File: src/hw/rtl/ecal_pkg.sv
`timescale 1ns / 1ps

package ecal_pkg;

  // Number of register stages from the input to the output register.
  localparam int unsigned PipeDepth = 6;

  // Seconds to days: the count is shifted right by seven, because 86400 is
  // 128 * 675, and then divided by 675 through an exact reciprocal.
  localparam int unsigned DayShift = 7;
  localparam logic [9:0]  DayDiv   = 10'd675;
  localparam logic [25:0] DayRecip = 26'd50903317;   // ceil(2^35 / 675)
  localparam int unsigned DayRecipShift = 35;

  // Days to four-year blocks of 1461 days.
  localparam logic [10:0] BlockDays  = 11'd1461;
  localparam logic [15:0] BlockRecip = 16'd45934;    // ceil(2^26 / 1461)
  localparam int unsigned BlockRecipShift = 26;

  // Year boundaries inside a block: common, common, leap, common.
  localparam logic [10:0] Year1Start = 11'd365;
  localparam logic [10:0] Year2Start = 11'd730;
  localparam logic [10:0] Year3Start = 11'd1096;

  localparam logic [11:0] YearBase = 12'd1970;
  localparam logic [1:0]  LeapYearInBlock = 2'd2;

  // Seconds of the day to hours.
  localparam logic [11:0] SecPerHour = 12'd3600;
  localparam logic [16:0] HourRecip  = 17'd74566;    // ceil(2^28 / 3600)
  localparam int unsigned HourRecipShift = 28;

  // Seconds of the hour to minutes.
  localparam logic [5:0]  SecPerMinute = 6'd60;
  localparam logic [12:0] MinRecip     = 13'd4370;   // ceil(2^18 / 60)
  localparam int unsigned MinRecipShift = 18;

  localparam int unsigned Months = 12;

  typedef logic [8:0] yday_t;

  // Cumulative day count at the start of each month in a common year.
  localparam yday_t MonthStart [Months+1] = '{
    9'd0, 9'd31, 9'd59, 9'd90, 9'd120, 9'd151, 9'd181,
    9'd212, 9'd243, 9'd273, 9'd304, 9'd334, 9'd365
  };

  // First day of month idx (zero based), one later from March in a leap year.
  function automatic yday_t month_first_day(input logic [3:0] idx, input logic leap);
    yday_t base;
    base = MonthStart[idx];
    if (leap && (idx >= 4'd2)) begin
      base = base + 9'd1;
    end
    return base;
  endfunction

endpackage

File: src/hw/rtl/epoch_seconds_to_calendar_top.sv
`timescale 1ns / 1ps
// Converts a 32-bit count of seconds since 1970-01-01 00:00:00 into a
// calendar year, month, day of month, hour, minute and second. Every year
// divisible by four counts as a leap year, so dates are exact up to 2099.
// Input channel: in_valid_i with epoch_seconds_i; a transfer takes place
// at a rising edge where in_valid_i is high and in_stall_o is low.
// Output channel: out_valid_o with the six result fields; a transfer takes
// place where out_valid_o is high and out_stall_i is low.
// There are six register stages. The first captures the input at the edge
// of its transfer, and the last is the output register. Throughput is one
// transfer per cycle while the receiver does not stall, as every stage
// holds at most one constant multiplication. When the receiver stalls a
// valid result, the whole pipeline holds and in_stall_o is raised in the
// same cycle, so the result stays stable and nothing is dropped or
// repeated; empty stages are not squeezed out.
// Reset clears all valid bits; the data registers carry no reset.
module epoch_seconds_to_calendar_top import ecal_pkg::*; (
  input  logic        clk_i,
  input  logic        rst_ni,
  input  logic        in_valid_i,
  output logic        in_stall_o,
  input  logic [31:0] epoch_seconds_i,
  output logic        out_valid_o,
  input  logic        out_stall_i,
  output logic [11:0] year_o,
  output logic [3:0]  month_o,
  output logic [4:0]  day_of_month_o,
  output logic [4:0]  hour_o,
  output logic [5:0]  minute_o,
  output logic [5:0]  second_o
);

  logic [PipeDepth-1:0] valid_q;
  logic [PipeDepth-1:0] valid_d;
  logic                 advance;
  logic [15:0]          days;
  logic [16:0]          sod;

  // The pipeline moves unless a finished result is waiting on the receiver.
  assign advance    = !(valid_q[PipeDepth-1] && out_stall_i);
  assign in_stall_o = !advance;

  assign valid_d = advance ? {valid_q[PipeDepth-2:0], in_valid_i} : valid_q;

  always_ff @(posedge clk_i or negedge rst_ni) begin
    if (!rst_ni) begin
      valid_q <= '0;
    end else begin
      valid_q <= valid_d;
    end
  end

  // Two stages split the count into whole days and seconds of the day.
  ecal_day_split u_day_split (
    .clk_i          (clk_i),
    .en_i           (advance),
    .epoch_seconds_i(epoch_seconds_i),
    .days_o         (days),
    .sod_o          (sod)
  );

  // Four stages each turn the day count into a date and the seconds of
  // the day into a time; both paths end in the output register.
  ecal_date u_date (
    .clk_i         (clk_i),
    .en_i          (advance),
    .days_i        (days),
    .year_o        (year_o),
    .month_o       (month_o),
    .day_of_month_o(day_of_month_o)
  );

  ecal_time u_time (
    .clk_i   (clk_i),
    .en_i    (advance),
    .sod_i   (sod),
    .hour_o  (hour_o),
    .minute_o(minute_o),
    .second_o(second_o)
  );

  assign out_valid_o = valid_q[PipeDepth-1];

endmodule

File: src/hw/rtl/ecal_day_split.sv
`timescale 1ns / 1ps

module ecal_day_split import ecal_pkg::*; (
  input  logic        clk_i,
  input  logic        en_i,
  input  logic [31:0] epoch_seconds_i,
  output logic [15:0] days_o,
  output logic [16:0] sod_o
);

  logic [50:0] day_prod;
  logic [31:0] sec_q;
  logic [15:0] day_q;
  logic [25:0] day_back;
  logic [24:0] day_rem;
  logic [15:0] days_q;
  logic [16:0] sod_q;

  // First stage: day number by reciprocal multiplication.
  assign day_prod = 51'(epoch_seconds_i[31:DayShift]) * 51'(DayRecip);

  always_ff @(posedge clk_i) begin
    if (en_i) begin
      sec_q <= epoch_seconds_i;
      day_q <= day_prod[DayRecipShift +: 16];
    end
  end

  // Second stage: the remainder in units of 128 seconds, below 675.
  assign day_back = 26'(day_q) * 26'(DayDiv);
  assign day_rem  = sec_q[31:DayShift] - day_back[24:0];

  always_ff @(posedge clk_i) begin
    if (en_i) begin
      days_q <= day_q;
      sod_q  <= {day_rem[9:0], sec_q[DayShift-1:0]};
    end
  end

  assign days_o = days_q;
  assign sod_o  = sod_q;

endmodule

File: src/hw/rtl/ecal_date.sv
`timescale 1ns / 1ps

module ecal_date import ecal_pkg::*; (
  input  logic        clk_i,
  input  logic        en_i,
  input  logic [15:0] days_i,
  output logic [11:0] year_o,
  output logic [3:0]  month_o,
  output logic [4:0]  day_of_month_o
);

  logic [31:0] blk_prod;
  logic [15:0] d1_days_q;
  logic [5:0]  d1_blk_q;
  logic [16:0] blk_back;
  logic [15:0] dib_full;
  logic [10:0] d2_dib_q;
  logic [5:0]  d2_blk_q;
  logic [1:0]  yib_d;
  logic [10:0] yoff_d;
  logic [10:0] yday_full;
  logic [1:0]  d3_yib_q;
  yday_t       d3_yday_q;
  logic [5:0]  d3_blk_q;
  logic        leap;
  logic [3:0]  month_d;
  yday_t       lo_d;
  yday_t       mday_full;
  logic [11:0] year_q;
  logic [3:0]  month_q;
  logic [4:0]  mday_q;

  // Four-year block number.
  assign blk_prod = 32'(days_i) * 32'(BlockRecip);

  always_ff @(posedge clk_i) begin
    if (en_i) begin
      d1_days_q <= days_i;
      d1_blk_q  <= blk_prod[BlockRecipShift +: 6];
    end
  end

  // Day within the block.
  assign blk_back = 17'(d1_blk_q) * 17'(BlockDays);
  assign dib_full = d1_days_q - blk_back[15:0];

  always_ff @(posedge clk_i) begin
    if (en_i) begin
      d2_dib_q <= dib_full[10:0];
      d2_blk_q <= d1_blk_q;
    end
  end

  // Year within the block and day of the year.
  always_comb begin
    yib_d  = 2'd0;
    yoff_d = '0;
    if (d2_dib_q >= Year3Start) begin
      yib_d  = 2'd3;
      yoff_d = Year3Start;
    end else if (d2_dib_q >= Year2Start) begin
      yib_d  = 2'd2;
      yoff_d = Year2Start;
    end else if (d2_dib_q >= Year1Start) begin
      yib_d  = 2'd1;
      yoff_d = Year1Start;
    end
  end

  assign yday_full = d2_dib_q - yoff_d;

  always_ff @(posedge clk_i) begin
    if (en_i) begin
      d3_yib_q  <= yib_d;
      d3_yday_q <= yday_full[8:0];
      d3_blk_q  <= d2_blk_q;
    end
  end

  // Calendar year, month and day of month.
  assign leap = (d3_yib_q == LeapYearInBlock);

  always_comb begin
    month_d = 4'd1;
    lo_d    = '0;
    for (int i = 1; i < Months; i++) begin
      if (d3_yday_q >= month_first_day(4'(i), leap)) begin
        month_d = 4'(i + 1);
        lo_d    = month_first_day(4'(i), leap);
      end
    end
  end

  assign mday_full = d3_yday_q - lo_d + 9'd1;

  always_ff @(posedge clk_i) begin
    if (en_i) begin
      year_q  <= YearBase + {4'd0, d3_blk_q, 2'b00} + {10'd0, d3_yib_q};
      month_q <= month_d;
      mday_q  <= mday_full[4:0];
    end
  end

  assign year_o         = year_q;
  assign month_o        = month_q;
  assign day_of_month_o = mday_q;

endmodule

File: src/hw/rtl/ecal_time.sv
`timescale 1ns / 1ps

module ecal_time import ecal_pkg::*; (
  input  logic        clk_i,
  input  logic        en_i,
  input  logic [16:0] sod_i,
  output logic [4:0]  hour_o,
  output logic [5:0]  minute_o,
  output logic [5:0]  second_o
);

  logic [33:0] hour_prod;
  logic [16:0] t1_sod_q;
  logic [4:0]  t1_hour_q;
  logic [16:0] hour_back;
  logic [16:0] soh_full;
  logic [11:0] t2_soh_q;
  logic [4:0]  t2_hour_q;
  logic [24:0] min_prod;
  logic [11:0] t3_soh_q;
  logic [4:0]  t3_hour_q;
  logic [5:0]  t3_min_q;
  logic [11:0] min_back;
  logic [11:0] sec_full;
  logic [4:0]  hour_q;
  logic [5:0]  minute_q;
  logic [5:0]  second_q;

  assign hour_prod = 34'(sod_i) * 34'(HourRecip);

  always_ff @(posedge clk_i) begin
    if (en_i) begin
      t1_sod_q  <= sod_i;
      t1_hour_q <= hour_prod[HourRecipShift +: 5];
    end
  end

  assign hour_back = 17'(t1_hour_q) * 17'(SecPerHour);
  assign soh_full  = t1_sod_q - hour_back;

  always_ff @(posedge clk_i) begin
    if (en_i) begin
      t2_soh_q  <= soh_full[11:0];
      t2_hour_q <= t1_hour_q;
    end
  end

  assign min_prod = 25'(t2_soh_q) * 25'(MinRecip);

  always_ff @(posedge clk_i) begin
    if (en_i) begin
      t3_soh_q  <= t2_soh_q;
      t3_hour_q <= t2_hour_q;
      t3_min_q  <= min_prod[MinRecipShift +: 6];
    end
  end

  assign min_back = 12'(t3_min_q) * 12'(SecPerMinute);
  assign sec_full = t3_soh_q - min_back;

  always_ff @(posedge clk_i) begin
    if (en_i) begin
      hour_q   <= t3_hour_q;
      minute_q <= t3_min_q;
      second_q <= sec_full[5:0];
    end
  end

  assign hour_o   = hour_q;
  assign minute_o = minute_q;
  assign second_o = second_q;

endmodule

File: config.mk
export PLATFORM = sky130hd
export DESIGN_NAME = epoch_seconds_to_calendar_top
export DESIGN_NICKNAME = d
export VERILOG_FILES = /design/src/hw/rtl/ecal_pkg.sv /design/src/hw/rtl/epoch_seconds_to_calendar_top.sv /design/src/hw/rtl/ecal_day_split.sv /design/src/hw/rtl/ecal_date.sv /design/src/hw/rtl/ecal_time.sv
export SDC_FILE = /design/constraint.sdc
export NUM_CORES = 2
export LEC_CHECK = 0
export BUFFER_PORTS_ARGS = -buffer_cell sky130_fd_sc_hd__buf_2
export CAP_MARGIN = 20
export CORE_MARGIN = 5
export CORE_UTILIZATION = 66
export CTS_CLUSTER_SIZE = 10
export DETAILED_ROUTE_END_ITERATION = 10
export HOLD_SLACK_MARGIN = 0.05
export PLACE_DENSITY = 0.93
export SYNTH_ARGS = -nofsm -noshare
export SYNTH_HDL_FRONTEND = slang
export SYNTH_SLANG_ARGS = --single-unit
File: constraint.sdc
create_clock -name clk_i -period 6.8 [get_ports clk_i]
set_input_delay 1.02 -clock clk_i [delete_from_list [all_inputs] [get_ports clk_i]]
set_output_delay 1.02 -clock clk_i [all_outputs]
set_load 0.1 [all_outputs]
==> impl_metrics.py <==
metrics = {
    "run_status": {
        "status": "finished clean",
    },
    "cts": {
        "htreeDepth": 1,
        "ctsResizeCount": 0,
        "root_buffer": "clkbuf_16",
        "cts.path.max_buffers": 3,
        "cts.sink_count": 212,
        "clk_pin_slew_worst_paths_ps": 60,
        "numCtsBuffers": 25,
        "cts_tree": "built",
        "worstSkewPairLatency_ps": 530,
        "post_cts_buffers": 0,
        "ctsHoldBuffers": 0,
    },
    "logic_synthesis": {
        "async_flop_share_pct": 2.830,
        "postSynthCellCount": 2620,
        "synthTopCellsByCount": "inv_1, ha_1, fa_1, edfxtp_1, a21oi_1",
        "synthesis.nets": 3740,
        "synth_edf_count": 206,
        "yosysUniqueCellTypes": 56,
        "synth_largest_area_cell": "ha_1",
        "ys.flop_type": "edfxtp_1",
        "yosysTopAreaCellShare_pct": 30.29,
        "seq_area_frac_synth_pct": 21.67,
        "yosysMostFrequentCell": "inv_1",
        "synth_area_per_cell_sq_um": 11.16,
        "syn_area_sq_um": 29240,
        "yosys_warnings": 0,
        "synthTopCellsByArea": "ha_1, fa_1, edfxtp_1",
        "ys_ff_latch": 212,
    },
    "sta": {
        "slew_headroom_pct": 40.27,
        "period_needed_ps": 6607,
        "skew_ps": 12.80,
        "fmaxAchievable_mhz": 151.4,
        "worst_pin_slew_ps": 896.0,
        "maxSlewViolCount": 0,
        "whs_ps": 301.0,
        "setup_viol": 0,
        "hold_viol_final": 0,
        "rsz0062_at_grt": "no",
        "fin_crit_sh_pct": 97.16,
    },
    "detailed_routing": {
        "ant_nets": 0,
        "routed_wl_um": 63070,
        "dr.pass1.iters": 6,
        "drtIter0Drc": 1147,
        "drt-wirelength-per-cell_um": 18.39,
        "routed_via_density": 5.656,
        "post-route-drc-count": 0,
        "dr_total_vias": 19390,
    },
    "die": {
        "rows": 77,
        "fp.dieW_um": 220.5,
        "die-area_sq_um": 48620,
        "coreArea_sq_um": 44030,
        "start_util_pct": 66.42,
        "fp.dieH_um": 220.5,
        "io_pins": 76,
    },
    "global_route": {
        "grtUsageMet3_pct": 3.024,
        "track_usage_pct": 26.86,
        "grt_overflow": 0,
        "use_met1_pct": 31.31,
        "grt_pass1_wl_um": 104500,
        "top_usage_layer": "met2",
        "first_global_vias": 21710,
        "antenna_found_initial": 0,
        "grt_max_degree": 89,
        "use_met2_pct": 49.73,
    },
    "worst_setup_path": {
        "worstPathArrival_ps": 6870,
        "r2r-start": "u_day_split.days_o[10]",
        "crit_required_ps": 7070,
        "rrSetupSlack_ps": 400,
        "r2r_cells": 18,
        "cp_max_fo": 6,
        "path_class": "primary input to register",
        "startpoint_type": "primary input",
        "cp-end-kind": "register",
        "r2r_end": "u_date.d1_blk_q[5]",
    },
    "final_layout": {
        "syn_to_final_growth_pct": 9.019,
        "fin_area_sq_um": 31880,
        "n_antenna_cell": 0,
        "final_nets": 3946,
        "instances_no_fill": 3429,
        "layout-drive-gt1-share_pct": 8.354,
    },
    "placed_design": {
        "globalplace.congestion": 0.9879,
        "place_inst": 3391,
        "dpl_cell_area_sq_um": 31180,
        "io_buffers": 75,
        "dp_hpwl_um": 53890,
    },
    "worst_hold_path": {
        "min_path_type": "primary input to asynchronous set/reset pin",
    },
    "flow_run": {
        "max-cap-violations": 0,
    },
}
cells by family after synthesis:
| group | share of synthesized area [%] |
|---|---|
| fa+ha+maj | 56.03 |
| simple gates | 3.393 |
| xor+xnor | 3.145 |
| flops | 21.67 |
| compound gates | 6.225 |
| mux | 0.1925 |
| buf+inv | 9.345 |
critical path: stages:
cell      delay (ps)
buf_2            120
buf_4            160
ha_1             320
inv_1            130
fa_1             450
fa_1             370
inv_1             70
fa_1             400
inv_1             90
fa_1             440
fa_1             550
inv_1             50
fa_1             470
ha_1             320
o21ai_0          380
o221ai_1         210
a41oi_1          270
o221ai_1         230
a21oi_1          190
buf_4            140
o21bai_1         140
a21oi_1          240
xnor2_1          100
per-layer routing:
metal,routed length (um),part of all wire (%)
met5,0,0
met4,3330,5.3
met3,2932,4.6
met2,32830,52
met1,23980,38
worst max path at each step:
| stage | start | end | slack, ps | depth (start not counted) |
|---|---|---|---|---|
| 2_1_floorplan | epoch_seconds_i[29] | u_day_split.day_q[15] | 270 | 22 |
| 3_3_place_gp | epoch_seconds_i[17] | u_day_split.day_q[15] | -140 | 21 |
| 3_5_place_dp | epoch_seconds_i[11] | u_day_split.day_q[12] | -400 | 22 |
| 4_1_cts | epoch_seconds_i[11] | u_day_split.day_q[12] | 130 | 22 |
| 5_1_grt | epoch_seconds_i[11] | u_day_split.day_q[9] | 20 | 21 |
| 6_report | epoch_seconds_i[11] | u_day_split.day_q[9] | 190 | 23 |
sequential cells by signal (all words and copies together), names as in the netlist, 9 cells and up:
signal	count
u_day_split.days_o	16
u_day_split.sod_o	17
u_day_split.sec_q	17
u_day_split.day_q	16
u_date.d1_days_q	11
u_time.t1_sod_q	12
u_time.t2_soh_q	12
u_date.year_o	12
u_date.d2_dib_q	11
u_date.d3_yday_q	9
through the flow:
stage               utilization (%)  worst slack [ps]  setup TNS, ps
finish                        72.41             192.8              0
CTS                           72.36             127.6              0
global placement              70.82            -143.1         -947.1
detailed placement            70.82            -397.5          -3073
global route                  72.41             15.98              0
floorplan                         -             265.4              0
cell usage in the layout (no fill, tap or decap), types with 33 or more instances in the layout:
| cell type | Yosys | final |
|---|---|---|
| buf_2 | 0 | 75 |
| ha_1 | 708 | 708 |
| a21oi_1 | 81 | 81 |
| edfxtp_1 | 206 | 206 |
| nand2_1 | 53 | 52 |
| nor2_1 | 52 | 52 |
| buf_4 | 0 | 111 |
| o21ai_0 | 52 | 52 |
| fa_1 | 376 | 376 |
| xor2_1 | 33 | 33 |
| inv_1 | 721 | 721 |
| a21o_1 | 36 | 36 |
| xnor2_1 | 72 | 72 |
cell type report:
class	instances	area (sq um)
inverter	721	2706
fill	2910	12150
tap	592	740.7
clock buffer	37	670.6
sequential	212	6336
multi-input combinational	1680	20210
timing repair buffer	186	1209
clock inverter	1	7.507
Power is not shown: default switching activity piles up to over one toggle a cycle in this logic, so the estimate is an artifact.
